File: src/sv/tgc_pkg.sv
// Shared types and constants for the touch gesture classifier.
`default_nettype none

package tgc_pkg;

   // Field widths
   localparam int COORD_BITS = 12;
   localparam int MOVE_BITS  = COORD_BITS + 1;
   localparam int MS_BITS    = 16;

   // Speed test arithmetic: (limit + 1) * dt against |delta| * 1000
   localparam int MULT_BITS  = MS_BITS + 1;
   localparam int MULT3_BITS = MULT_BITS + 2;
   localparam int PROD_BITS  = MS_BITS + MULT_BITS;
   localparam int MS_PER_S   = 1000;
   localparam int SPEED_BITS = COORD_BITS + 10;

   // Radix-4 serial multiplier: two bits of dt per cycle
   localparam int CALC_STEPS = MS_BITS / 2;
   localparam int CNT_BITS   = $clog2(CALC_STEPS + 1);

   // Configuration registers
   localparam int CSR_INDEX_BITS = 1;
   typedef enum logic [CSR_INDEX_BITS-1:0] {
      CSR_LONG_CLICK_MS      = 1'b0,
      CSR_SCROLL_SPEED_LIMIT = 1'b1
   } csr_index_type;

   localparam logic [MS_BITS-1:0] LONG_CLICK_RESET   = MS_BITS'(500);
   localparam logic [MS_BITS-1:0] SCROLL_LIMIT_RESET = MS_BITS'(100);

   // Gesture tracking state
   typedef enum logic [1:0] {
      GS_NONE   = 2'd0,
      GS_CLICK  = 2'd1,
      GS_LONG   = 2'd2,
      GS_SCROLL = 2'd3
   } gesture_state_type;

   // Reported gesture codes
   localparam logic [1:0] GEST_CLICK  = 2'd0;
   localparam logic [1:0] GEST_LONG   = 2'd1;
   localparam logic [1:0] GEST_SCROLL = 2'd2;

   // Control sequencer
   typedef enum logic [1:0] {
      FSM_IDLE = 2'd0,
      FSM_CALC = 2'd1,
      FSM_HOLD = 2'd2
   } fsm_state_type;

   // Map an active tracking state to its reported code
   function automatic logic [1:0] gesture_code(input gesture_state_type st);
      logic [1:0] code;
      case (st)
         GS_CLICK:  code = GEST_CLICK;
         GS_LONG:   code = GEST_LONG;
         GS_SCROLL: code = GEST_SCROLL;
         default:   code = GEST_CLICK;
      endcase
      return code;
   endfunction

endpackage

`default_nettype wire

File: src/sv/touch_gesture_classifier_unit.sv
// Top level of the touch gesture classifier: poll tracking and radix-4 serial speed test.
//
// One request transaction is one poll of a touch panel: pressed flag, x/y
// coordinates and the milliseconds since the previous poll. A poll yields
// zero or one response transaction: click, long click or scroll, with the
// last coordinates and the most recent per-poll movement. An ongoing scroll
// reports on every poll while held; any active gesture reports once on release.
// The csr channel writes long_click_ms (index 0) and scroll_speed_limit
// (index 1); csr_ready is always high, writes belong in idle periods.
// Timing: a poll is taken when req_ready is high, then runs through the calc
// states. The speed limit product (limit + 1) * dt is built by a radix-4
// shift-add unit that consumes two bits of the 16-bit elapsed time per cycle
// (8 steps), followed by a compare step. With the output register free, the
// response is valid on the cycle after that, and the next poll can then be taken.
// The response sits in an output register: a new poll is taken while it
// waits. If a second response is ready before the first one is taken, the
// block holds with req_ready low until rsp_ready frees the output register.
// Synchronous reset returns to idle with no gesture, clears the stored
// coordinates, movement and held time, and loads 500 ms and 100 px/s.
`default_nettype none

module touch_gesture_classifier_unit
   import tgc_pkg::*;
(
   input  wire                        clock,
   input  wire                        reset,
   // poll channel
   input  wire                        req_valid,
   output logic                       req_ready,
   input  wire                        req_pressed,
   input  wire  [COORD_BITS-1:0]      req_touch_x,
   input  wire  [COORD_BITS-1:0]      req_touch_y,
   input  wire  [MS_BITS-1:0]         req_elapsed_ms,
   // event channel
   output logic                       rsp_valid,
   input  wire                        rsp_ready,
   output logic [1:0]                 rsp_gesture,
   output logic                       rsp_released,
   output logic [COORD_BITS-1:0]      rsp_event_x,
   output logic [COORD_BITS-1:0]      rsp_event_y,
   output logic signed [MOVE_BITS-1:0] rsp_move_x,
   output logic signed [MOVE_BITS-1:0] rsp_move_y,
   // configuration channel
   input  wire                        csr_valid,
   output logic                       csr_ready,
   input  wire  [CSR_INDEX_BITS-1:0]  csr_index,
   input  wire  [MS_BITS-1:0]         csr_wdata
);

   // Control
   fsm_state_type                fsm_ff, fsm_in;
   logic [CNT_BITS-1:0]          cnt_ff, cnt_in;

   // Configuration
   logic [MS_BITS-1:0]           long_click_ff, long_click_in;
   logic [MS_BITS-1:0]           speed_limit_ff, speed_limit_in;

   // Gesture state
   gesture_state_type            gs_ff, gs_in;
   logic [COORD_BITS-1:0]        last_x_ff, last_x_in;
   logic [COORD_BITS-1:0]        last_y_ff, last_y_in;
   logic signed [MOVE_BITS-1:0]  delta_x_ff, delta_x_in;
   logic signed [MOVE_BITS-1:0]  delta_y_ff, delta_y_in;
   logic [MS_BITS-1:0]           held_ff, held_in;

   // Captured poll
   logic                         pressed_ff, pressed_in;
   logic [COORD_BITS-1:0]        x_ff, x_in;
   logic [COORD_BITS-1:0]        y_ff, y_in;

   // Serial multiplier
   logic [MS_BITS-1:0]           dt_sr_ff, dt_sr_in;
   logic [PROD_BITS-1:0]         acc_ff, acc_in;
   logic [MULT_BITS-1:0]         m1_ff, m1_in;
   logic [MULT3_BITS-1:0]        m3_ff, m3_in;
   logic [SPEED_BITS-1:0]        sx_ff, sx_in;
   logic [SPEED_BITS-1:0]        sy_ff, sy_in;

   // Pending event
   logic                         emit_ff, emit_in;
   logic [1:0]                   emit_code_ff, emit_code_in;
   logic                         emit_rel_ff, emit_rel_in;

   // Output register
   logic                         rsp_valid_ff, rsp_valid_in;
   logic [1:0]                   rsp_gesture_ff, rsp_gesture_in;
   logic                         rsp_released_ff, rsp_released_in;
   logic [COORD_BITS-1:0]        rsp_x_ff, rsp_x_in;
   logic [COORD_BITS-1:0]        rsp_y_ff, rsp_y_in;
   logic signed [MOVE_BITS-1:0]  rsp_mx_ff, rsp_mx_in;
   logic signed [MOVE_BITS-1:0]  rsp_my_ff, rsp_my_in;

   logic accept;
   logic calc_last;
   logic out_free;
   logic load_rsp;

   assign accept    = req_valid && req_ready;
   assign calc_last = (fsm_ff == FSM_CALC) && (cnt_ff == CNT_BITS'(CALC_STEPS));
   assign out_free  = !rsp_valid_ff || rsp_ready;
   assign load_rsp  = (calc_last || (fsm_ff == FSM_HOLD)) && emit_ff && out_free;

   // Next state of the sequencer
   always_comb begin
      fsm_in = fsm_ff;
      case (fsm_ff)
         FSM_IDLE: begin
            if (accept) fsm_in = FSM_CALC;
         end
         FSM_CALC: begin
            if (calc_last) begin
               if (emit_ff && !out_free) fsm_in = FSM_HOLD;
               else                      fsm_in = FSM_IDLE;
            end
         end
         FSM_HOLD: begin
            if (out_free) fsm_in = FSM_IDLE;
         end
         default: fsm_in = FSM_IDLE;
      endcase
   end

   // Handshake and port outputs
   always_comb begin
      req_ready    = (fsm_ff == FSM_IDLE);
      csr_ready    = 1'b1;
      rsp_valid    = rsp_valid_ff;
      rsp_gesture  = rsp_gesture_ff;
      rsp_released = rsp_released_ff;
      rsp_event_x  = rsp_x_ff;
      rsp_event_y  = rsp_y_ff;
      rsp_move_x   = rsp_mx_ff;
      rsp_move_y   = rsp_my_ff;
   end

   // Configuration writes
   always_comb begin
      long_click_in  = long_click_ff;
      speed_limit_in = speed_limit_ff;
      if (csr_valid && csr_ready) begin
         case (csr_index)
            CSR_LONG_CLICK_MS:      long_click_in  = csr_wdata;
            CSR_SCROLL_SPEED_LIMIT: speed_limit_in = csr_wdata;
            default: ;
         endcase
      end
   end

   // Datapath
   always_comb begin
      logic [MULT_BITS-1:0]   m1_new;
      logic [MULT3_BITS-1:0]  addend;
      logic [MS_BITS:0]       held_sum;
      logic [MS_BITS-1:0]     held_new;
      logic [COORD_BITS-1:0]  mag_x;
      logic [COORD_BITS-1:0]  mag_y;

      cnt_in       = cnt_ff;
      gs_in        = gs_ff;
      last_x_in    = last_x_ff;
      last_y_in    = last_y_ff;
      delta_x_in   = delta_x_ff;
      delta_y_in   = delta_y_ff;
      held_in      = held_ff;
      pressed_in   = pressed_ff;
      x_in         = x_ff;
      y_in         = y_ff;
      dt_sr_in     = dt_sr_ff;
      acc_in       = acc_ff;
      m1_in        = m1_ff;
      m3_in        = m3_ff;
      sx_in        = sx_ff;
      sy_in        = sy_ff;
      emit_in      = emit_ff;
      emit_code_in = emit_code_ff;
      emit_rel_in  = emit_rel_ff;

      m1_new   = MULT_BITS'(speed_limit_ff) + MULT_BITS'(1);
      held_sum = {1'b0, held_ff} + {1'b0, dt_sr_ff};
      held_new = held_sum[MS_BITS] ? {MS_BITS{1'b1}} : held_sum[MS_BITS-1:0];
      mag_x    = delta_x_ff[MOVE_BITS-1] ? COORD_BITS'(-delta_x_ff)
                                         : COORD_BITS'(delta_x_ff);
      mag_y    = delta_y_ff[MOVE_BITS-1] ? COORD_BITS'(-delta_y_ff)
                                         : COORD_BITS'(delta_y_ff);

      // Multiplier digit: two top bits of dt select 0, 1, 2 or 3 times m
      case (dt_sr_ff[MS_BITS-1 -: 2])
         2'd0:    addend = '0;
         2'd1:    addend = MULT3_BITS'(m1_ff);
         2'd2:    addend = MULT3_BITS'(m1_ff) << 1;
         2'd3:    addend = m3_ff;
         default: addend = '0;
      endcase

      // Capture the poll and load the multiplier
      if (accept) begin
         pressed_in = req_pressed;
         x_in       = req_touch_x;
         y_in       = req_touch_y;
         dt_sr_in   = (req_elapsed_ms == '0) ? MS_BITS'(1) : req_elapsed_ms;
         acc_in     = '0;
         m1_in      = m1_new;
         m3_in      = MULT3_BITS'(m1_new) + (MULT3_BITS'(m1_new) << 1);
         emit_in    = 1'b0;
         cnt_in     = '0;
      end

      if (fsm_ff == FSM_CALC) begin
         // Shift-add step, most significant digit first
         if (cnt_ff < CNT_BITS'(CALC_STEPS)) begin
            acc_in   = (acc_ff << 2) + PROD_BITS'(addend);
            dt_sr_in = dt_sr_ff << 2;
            cnt_in   = cnt_ff + CNT_BITS'(1);
         end

         // First cycle: track the touch and decide on an event
         if (cnt_ff == '0) begin
            if (pressed_ff) begin
               if (gs_ff == GS_NONE) begin
                  gs_in      = GS_CLICK;
                  delta_x_in = '0;
                  delta_y_in = '0;
                  held_new   = held_ff;
               end else begin
                  held_in    = held_new;
                  delta_x_in = $signed({1'b0, x_ff}) - $signed({1'b0, last_x_ff});
                  delta_y_in = $signed({1'b0, y_ff}) - $signed({1'b0, last_y_ff});
               end
               last_x_in = x_ff;
               last_y_in = y_ff;
               if (gs_ff == GS_SCROLL) begin
                  emit_in      = 1'b1;
                  emit_code_in = GEST_SCROLL;
                  emit_rel_in  = 1'b0;
               end else if (held_new >= long_click_ff) begin
                  gs_in = GS_LONG;
               end
            end else if (gs_ff != GS_NONE) begin
               emit_in      = 1'b1;
               emit_code_in = gesture_code(gs_ff);
               emit_rel_in  = 1'b1;
               gs_in        = GS_NONE;
               held_in      = '0;
            end
         end

         // Second cycle: |delta| * 1000 from the fresh deltas
         if (cnt_ff == CNT_BITS'(1)) begin
            sx_in = SPEED_BITS'(mag_x) * SPEED_BITS'(MS_PER_S);
            sy_in = SPEED_BITS'(mag_y) * SPEED_BITS'(MS_PER_S);
         end

         // Last cycle: a fast enough click turns into a scroll
         if (calc_last && (gs_ff == GS_CLICK)) begin
            if ((PROD_BITS'(sx_ff) >= acc_ff) || (PROD_BITS'(sy_ff) >= acc_ff)) begin
               gs_in = GS_SCROLL;
            end
         end
      end
   end

   // Output register
   always_comb begin
      rsp_valid_in    = rsp_valid_ff;
      rsp_gesture_in  = rsp_gesture_ff;
      rsp_released_in = rsp_released_ff;
      rsp_x_in        = rsp_x_ff;
      rsp_y_in        = rsp_y_ff;
      rsp_mx_in       = rsp_mx_ff;
      rsp_my_in       = rsp_my_ff;
      if (rsp_valid_ff && rsp_ready) rsp_valid_in = 1'b0;
      if (load_rsp) begin
         rsp_valid_in    = 1'b1;
         rsp_gesture_in  = emit_code_ff;
         rsp_released_in = emit_rel_ff;
         rsp_x_in        = last_x_ff;
         rsp_y_in        = last_y_ff;
         rsp_mx_in       = delta_x_ff;
         rsp_my_in       = delta_y_ff;
      end
   end

   // Registers
   always_ff @(posedge clock) begin
      if (reset) begin
         fsm_ff         <= FSM_IDLE;
         cnt_ff         <= '0;
         long_click_ff  <= LONG_CLICK_RESET;
         speed_limit_ff <= SCROLL_LIMIT_RESET;
         gs_ff          <= GS_NONE;
         last_x_ff      <= '0;
         last_y_ff      <= '0;
         delta_x_ff     <= '0;
         delta_y_ff     <= '0;
         held_ff        <= '0;
         emit_ff        <= 1'b0;
         rsp_valid_ff   <= 1'b0;
      end else begin
         fsm_ff         <= fsm_in;
         cnt_ff         <= cnt_in;
         long_click_ff  <= long_click_in;
         speed_limit_ff <= speed_limit_in;
         gs_ff          <= gs_in;
         last_x_ff      <= last_x_in;
         last_y_ff      <= last_y_in;
         delta_x_ff     <= delta_x_in;
         delta_y_ff     <= delta_y_in;
         held_ff        <= held_in;
         emit_ff        <= emit_in;
         rsp_valid_ff   <= rsp_valid_in;
      end
   end

   // Payload registers
   always_ff @(posedge clock) begin
      pressed_ff      <= pressed_in;
      x_ff            <= x_in;
      y_ff            <= y_in;
      dt_sr_ff        <= dt_sr_in;
      acc_ff          <= acc_in;
      m1_ff           <= m1_in;
      m3_ff           <= m3_in;
      sx_ff           <= sx_in;
      sy_ff           <= sy_in;
      emit_code_ff    <= emit_code_in;
      emit_rel_ff     <= emit_rel_in;
      rsp_gesture_ff  <= rsp_gesture_in;
      rsp_released_ff <= rsp_released_in;
      rsp_x_ff        <= rsp_x_in;
      rsp_y_ff        <= rsp_y_in;
      rsp_mx_ff       <= rsp_mx_in;
      rsp_my_ff       <= rsp_my_in;
   end

endmodule

`default_nettype wire

File: config.mk
export PLATFORM = sky130hd
export DESIGN_NAME = touch_gesture_classifier_unit
export DESIGN_NICKNAME = d
export VERILOG_FILES = /design/src/sv/tgc_pkg.sv /design/src/sv/touch_gesture_classifier_unit.sv
export SDC_FILE = /design/constraint.sdc
export NUM_CORES = 1
export LEC_CHECK = 0
export BUFFER_PORTS_ARGS = -buffer_cell sky130_fd_sc_hd__buf_2
export CAP_MARGIN = 20
export CORE_MARGIN = 1.5
export CORE_UTILIZATION = 43
export CTS_CLUSTER_SIZE = 12
export DETAILED_ROUTE_END_ITERATION = 7
export PLACE_DENSITY_LB_ADDON = 0.08
export SLEW_MARGIN = 20
export SYNTH_ARGS = -nofsm -noshare
export SYNTH_HDL_FRONTEND = slang
export SYNTH_SLANG_ARGS = --single-unit
File: constraint.sdc
create_clock -name clock -period 11.7 [get_ports clock]
set_input_delay 0.585 -clock clock [delete_from_list [all_inputs] [get_ports clock]]
set_output_delay 0.585 -clock clock [all_outputs]
set_load 0.05 [all_outputs]
==> Word-level counts from Yosys, hierarchy flattened <==
Index checks and enable logic that the tools add are counted.
{ "word_totals": {"regBits": 312, "in_bits": 63, "out_inout_bits": 56, "elab_cells": 136} }
{ "classes": {"add_sub_neg": 9, "n_mul": 2, "n_lt_le_gt_ge": 4, "n_eq_ne": 14, "mux": 50, "bitwise_logic": 1, "n_reduce_logical": 27} }
{ "op_table": {"columns": ["cell", "count"], "rows": [
  ["16-bit 2-to-1 mux", 11],
  ["33-bit 2-to-1 mux", 3],
  ["19-bit case mux with 4 select lines", 1],
  ["22-bit by 33-bit >= comparator with 1-bit output", 2],
  ["12-bit by 7-bit multiplier with 19-bit output (second input constant)", 2],
  ["33-bit by 19-bit adder with 33-bit output", 1],
  ["2-bit 2-to-1 mux", 15],
  ["13-bit 2-to-1 mux", 2],
  ["12-bit by 12-bit subtractor with 13-bit output", 2],
  ["12-bit 2-to-1 mux", 2],
  ["12-bit negator", 2],
  ["17-bit by 18-bit adder with 19-bit output", 1],
  ["16-bit by 1-bit adder with 17-bit output (second input constant)", 1],
  ["16-bit by 16-bit adder with 17-bit output", 1],
  ["16-bit >= comparator", 1],
  ["16-bit logical NOT", 1],
  ["4-bit 2-to-1 mux", 3],
  ["1-bit 2-to-1 mux", 11],
  ["2-bit equality test (second input constant)", 5],
  ["3-bit AND reduction", 3],
  ["1-bit logical AND", 7],
  ["2-bit by 1-bit equality test with 1-bit output (second input constant)", 3],
  ["2-bit logical NOT", 3],
  ["2-bit case mux with 3 select lines", 1],
  ["other kinds (14)", 23]
]} }

==> Depth between registers and ports, before layout <==
{ "logic_depth": {"ltp_word": 13, "depth_mapped": 22} }

==> Worst setup path before layout <==
OpenSTA, ideal clock, no wires.
{ "synth_timing": {"path_type": "register to register", "from": "register delta_x_ff[2]", "to": "register sx_ff[20] (data pin)", "setup_time_ns": 0.258, "t_arrival_ns": 5.222, "path_slack_ns": 6.220, "path_stages_with_launch": 21, "n_path_buf": 0, "path_cell_list": "dfxtp_1 > or3_1 > o31ai_1 > nand2_1 > xnor2_1 > inv_1 > fa_1 > fa_1 > fa_1 > inv_1 > fa_1 > inv_1 > ha_1 > a21oi_1 > o21bai_1 > a21oi_1 > o21ai_0 > a41o_1 > o21a_1 > nor2_1 > xnor2_1"} }
{ "synth_between": {"elab_chain_len": 3} }
{ "synth_lines": {"columns": ["element", "line", "text"], "rows": [
  ["start: declaration", "touch_gesture_classifier_unit.sv:62", "logic signed [MOVE_BITS-1:0] delta_x_ff, delta_x_in;"],
  ["start signal: assignment", "touch_gesture_classifier_unit.sv:306", "delta_x_ff <= delta_x_in;"],
  ["12-bit negator", "touch_gesture_classifier_unit.sv:181", "mag_x = delta_x_ff[MOVE_BITS-1] ? COORD_BITS'(-delta_x_ff)"],
  ["12-bit 2-to-1 mux *", "touch_gesture_classifier_unit.sv:181", null],
  ["12-bit by 7-bit multiplier with 19-bit output *", "touch_gesture_classifier_unit.sv:249", "sx_in = SPEED_BITS'(mag_x) * SPEED_BITS'(MS_PER_S);"],
  ["end signal: assignment", "touch_gesture_classifier_unit.sv:323", "sx_ff <= sx_in;"],
  ["end: declaration", "touch_gesture_classifier_unit.sv:76", "logic [SPEED_BITS-1:0] sx_ff, sx_in;"]
]} }
Mark *: on every way between the ends. The rest lies on a longest branch, timed or not.
A chain may end at the register's enable or synchronous reset.

==> Final worst setup path <==
Same ends and word-level chain as after synthesis.

==> flow_metrics.py <==
metrics = {
    "outcome": {
        "status": "finished, final reports clean",
    },
    "placed_design": {
        "post-dp-hpwl_um": 36500,
        "dpl_cell_area_um2": 21300,
        "dpl_worst_slack_ns": 5.76,
        "port_buffers": 117,
        "gp_congestion": 0.945,
    },
    "setup_path": {
        "path_depth": 20,
        "crit_fanout": 6,
        "data_arrival_time_at_the_worst_slack_endpoint_ns": 6.24,
        "worstSetupEndpointType": "flip-flop",
        "path_delay_family": "adder cells",
        "critical_path.n_buffers_inverters": 3,
        "timing.critical_path.cells": "or3_1, o31ai_1, nand2_1, xnor2_1, inv_1, fa_1, fa_1, fa_1, inv_1, fa_1, inv_1, ha_1, a21oi_1, o21bai_1, a21oi_1, o21ai_0, a41o_1, o21a_1, nor2_1, xnor2_1",
        "startpoint_type": "flip-flop",
        "critPathKind": "flip-flop to flip-flop",
        "cpMaxStageDelayCell": "fa_1",
        "slowest_delay_ns": 0.59,
        "r2r_cells": 20,
        "crit_top_cell": "fa_1",
        "worstPathRequired_ns": 12.01,
    },
    "sta": {
        "min_period_over_period_pct": 50.7,
        "drv_slew": 0,
        "worstMarginPinSlew_ns": 1.06,
        "timing_hold_violations_final": 0,
        "worst_clock_skew_ns": 0.0316,
        "rsz_0062_raised_after_global_routing": "no",
        "finalCriticalPeriod_ns": 5.93,
        "relSlewSlack_pct": 28.9,
        "setup_viol_count_final": 0,
        "setup_slack_of_the_critical_path_after_layout_ns": 5.77,
        "hold_slack_ns": 0.178,
        "max_clock_freq_ghz": 0.169,
        "setup_total_negative_slack_ns": 0,
    },
    "floorplanning": {
        "start_util_pct": 43.9,
        "io_pins": 119,
        "coreArea_um2": 45700,
        "die-area_um2": 47900,
        "die_w_um": 219,
        "die-height_um": 219,
        "rows": 78,
    },
    "synthesis": {
        "netlist-cell-type-count": 76,
        "ys_seq_elements": 311,
        "synth_enable_flop_cells": 154,
        "synthesis.nets": 2409,
        "synth_ff_type": "dfxtp_1",
        "post_synthesis_mux_area_share_pct": 1.10,
        "postSynthCellCount": 2040,
        "ys_warn_count": 0,
        "synth_top_family_by_area": "adder cells",
        "synth_xor_area_share_pct": 5.41,
        "synth_compound_area_share_pct": 15.7,
        "synth_simple_gate_area_share_pct": 12.0,
        "syn_area_um2": 20100,
        "synth-async-reset-ratio_pct": 0,
        "synth_fa_ha_area_share_pct": 22.1,
        "synth.avg_cell_area_um2": 9.83,
        "ys_seq_area_share_pct": 38.7,
    },
    "route": {
        "via_per_inst": 5.26,
        "initialDrtViolationCount": 845,
        "met3_wirelength_um": 2270,
        "detailed_route_wire_length_um": 47900,
        "drtAntennaViolNets": 0,
        "num_vias": 14600,
        "met1Wirelength_um": 22800,
        "residual_drc": 0,
        "first_pass_iters": 5,
        "routed_length_on_met2_um": 21700,
        "top_layer_used": "met4",
        "wl_per_cell_um": 17.2,
    },
    "clock_network": {
        "clk_slew_on_worst_s_h_paths_ns": 0.06,
        "insertion_delay_ns": 0.58,
        "post_cts_buffers": 0,
        "clk_root_buffer_cell": "clkbuf_16",
        "clkSinkCount": 311,
        "cts-hold-fix-buffers": 0,
        "cts_buffer_depth": 3,
        "h-tree-depth": 2,
        "clock_tree_from_tritoncts": "yes",
        "tritoncts.num_buffers": 38,
        "cts_resized": 0,
    },
    "layout": {
        "areaGrowthSynthToFinish_pct": 12.4,
        "num-fill-cells": 4307,
        "final_nets": 2522,
        "post_route_standard_cell_area_excluding_fillers_um2": 22600,
        "drive_gt1_share_pct": 10.7,
        "multi_input_area_um2": 11300,
        "layout.area.seq_um2": 7770,
        "antenna_cells": 0,
    },
    "power": {
        "power_density_nw_per_um2": 156,
        "design_power_total_mw": 3.53,
        "worst_ir_drop_vdd_uv": 119,
        "leakagePower_nw": 9.97,
    },
    "worst_hold_path": {
        "min_delay_worst_type": "input pin to flip-flop",
        "holdPathStages": 1,
    },
    "global_routing": {
        "antenna_found_initial": 0,
        "gr-total-overflow": 0,
        "grt_util_all_layers_pct": 20.3,
        "grt_first_pass_wirelength_um": 76700,
        "pin_count_of_the_biggest_net_entering_global_routing": 70,
        "first_global_vias": 14400,
    },
    "job": {
        "cap_violations": 0,
    },
}
-- per-layer routing --
layer / global-route usage, % / vias to the layer above
met3: 4.07 / 68
met4: 6.37 / 0
li1: - / 7399
met5: 0 / -
met2: 32.1 / 230
met1: 27.9 / 6946
-- per-stage QoR --
stage	instances	utilization, %
final	2782	49.4
after global placement	2713	46.6
after global routing	2782	49.4
after floorplan	2040	-
after CTS	2782	49.4
after detailed placement	2713	46.6
-- logic make-up (layout without fill, tap and decap cells) --
family                   Yosys count  after routing
AO/OA/AOI/OAI                    486            486
XOR/XNOR                         124            124
adder cells (fa/ha/maj)          306            306
buffers and inverters            259            401
flip-flops                       311            311
multiplexers                      20             20
other                              1              1
AND/OR/NAND/NOR                  533            533
-- sequential cells by signal, indices dropped and copies added, names as in the netlist, 13 cells and up --
| name | cells |
|---|---|
| sy_ff | 19 |
| acc_ff | 33 |
| dt_sr_ff | 16 |
| rsp_move_y | 13 |
| m1_ff | 17 |
| delta_x_ff | 13 |
| long_click_ff | 16 |
| speed_limit_ff | 16 |
| held_ff | 16 |
| delta_y_ff | 13 |
| rsp_move_x | 13 |
| sx_ff | 19 |
| m3_ff | 18 |
-- cells in the mapped netlist (5+ instances only) --
library cell  count  area share, %
nand4_1          11           0.34
ha_1            225             14
o21bai_1         14           0.52
buf_1             5          0.094
edfxtp_1        154             23
o21ai_1          13           0.32
or4_1             6           0.22
a21oi_1         151            3.8
nor4_1            9           0.28
mux2_2           17           0.95
and3_1           13           0.41
dfxtp_1         157             16
a211oi_1         17           0.64
nor3b_1           5           0.19
a22oi_1           5           0.19
o22a_1            5           0.22
nand2_1         233            4.4
nor2b_1          17           0.53
a32o_1            6           0.30
xnor2_1          87            3.8
o211ai_1         13           0.49
a22o_1           22           0.96
nor3_1           25           0.62
o21ai_0          96            2.4
o31ai_1           8           0.30
a31oi_1          15           0.47
buf_2             5           0.12
a21o_1           49            1.8
or3_1             8           0.25
nor2_1          130            2.4
a221oi_1         11           0.48
inv_1           199            3.7
nand2b_1         24           0.75
xor2_1           37            1.6
nand3b_1          5           0.19
o21a_1           17           0.64
a21boi_0          5           0.19
nand3_1          31           0.77
fa_1             81            8.1
a211o_1           6           0.26
clkbuf_1         46           0.86
-- worst paths after layout --
check                   endpoint            start  slack (ns)
setup / recovery       sx_ff[20]    delta_x_ff[2]        5.77
setup reg to reg       sx_ff[20]    delta_x_ff[2]        5.77
hold reg to reg   rsp_gesture[1]  emit_code_ff[1]        0.42
hold / removal          y_ff[11]  req_touch_y[11]        0.18
-- layout by cell type, fill, tap and decap left out, types with 8 or more instances in the layout --
master,n
o21ai_0,96
edfxtp_1,154
o21bai_1,14
a31oi_1,15
o21a_1,17
fa_1,81
nor2b_1,16
clkinv_1,8
a21o_1,49
buf_4,16
nand3_1,31
buf_2,116
clkbuf_16,38
xor2_1,37
o31ai_1,8
nand4_1,11
inv_1,199
mux2_2,17
a221oi_1,11
nor3_1,25
a21oi_1,151
nor2_1,127
o211ai_1,13
or3_1,8
o21ai_1,13
nor4_1,9
nand2_1,232
xnor2_1,87
nand2b_1,24
and3_1,13
ha_1,225
a211oi_1,17
dfxtp_1,157
a22o_1,22
-- worst register-to-register path, stage by stage (launching register included) --
cell and delay, ns:
dfxtp_1 0.36, or3_1 0.44, o31ai_1 0.47, nand2_1 0.13, xnor2_1 0.26, inv_1 0.20
fa_1 0.59, fa_1 0.44, fa_1 0.52, inv_1 0.05, fa_1 0.50, inv_1 0.04
ha_1 0.35, a21oi_1 0.20, o21bai_1 0.08, a21oi_1 0.29, o21ai_0 0.15, a41o_1 0.24
o21a_1 0.17, nor2_1 0.11, xnor2_1 0.08
-- area by class of cell --
| cell class | instances | share of cell area (%) |
|---|---|---|
| flip-flops and latches | 311 | 34.4 |
| clock buffers | 43 | 4.30 |
| repair buffers | 132 | 3.11 |
| inverters | 200 | 3.33 |
| well taps | 600 | 3.33 |
| clock inverters | 26 | 1.26 |
| multi-input cells | 1470 | 50.2 |
-- report_power, final --
part	total [mW]	leakage (nW)	switching (mW)	internal, mW
registers	1.32	2.71	0.0823	1.24
logic	1.02	6.66	0.605	0.418
clock network	1.18	0.605	0.492	0.693
total	3.53	9.97	1.18	2.35
Note: power is estimated with default switching activity, not from simulation.
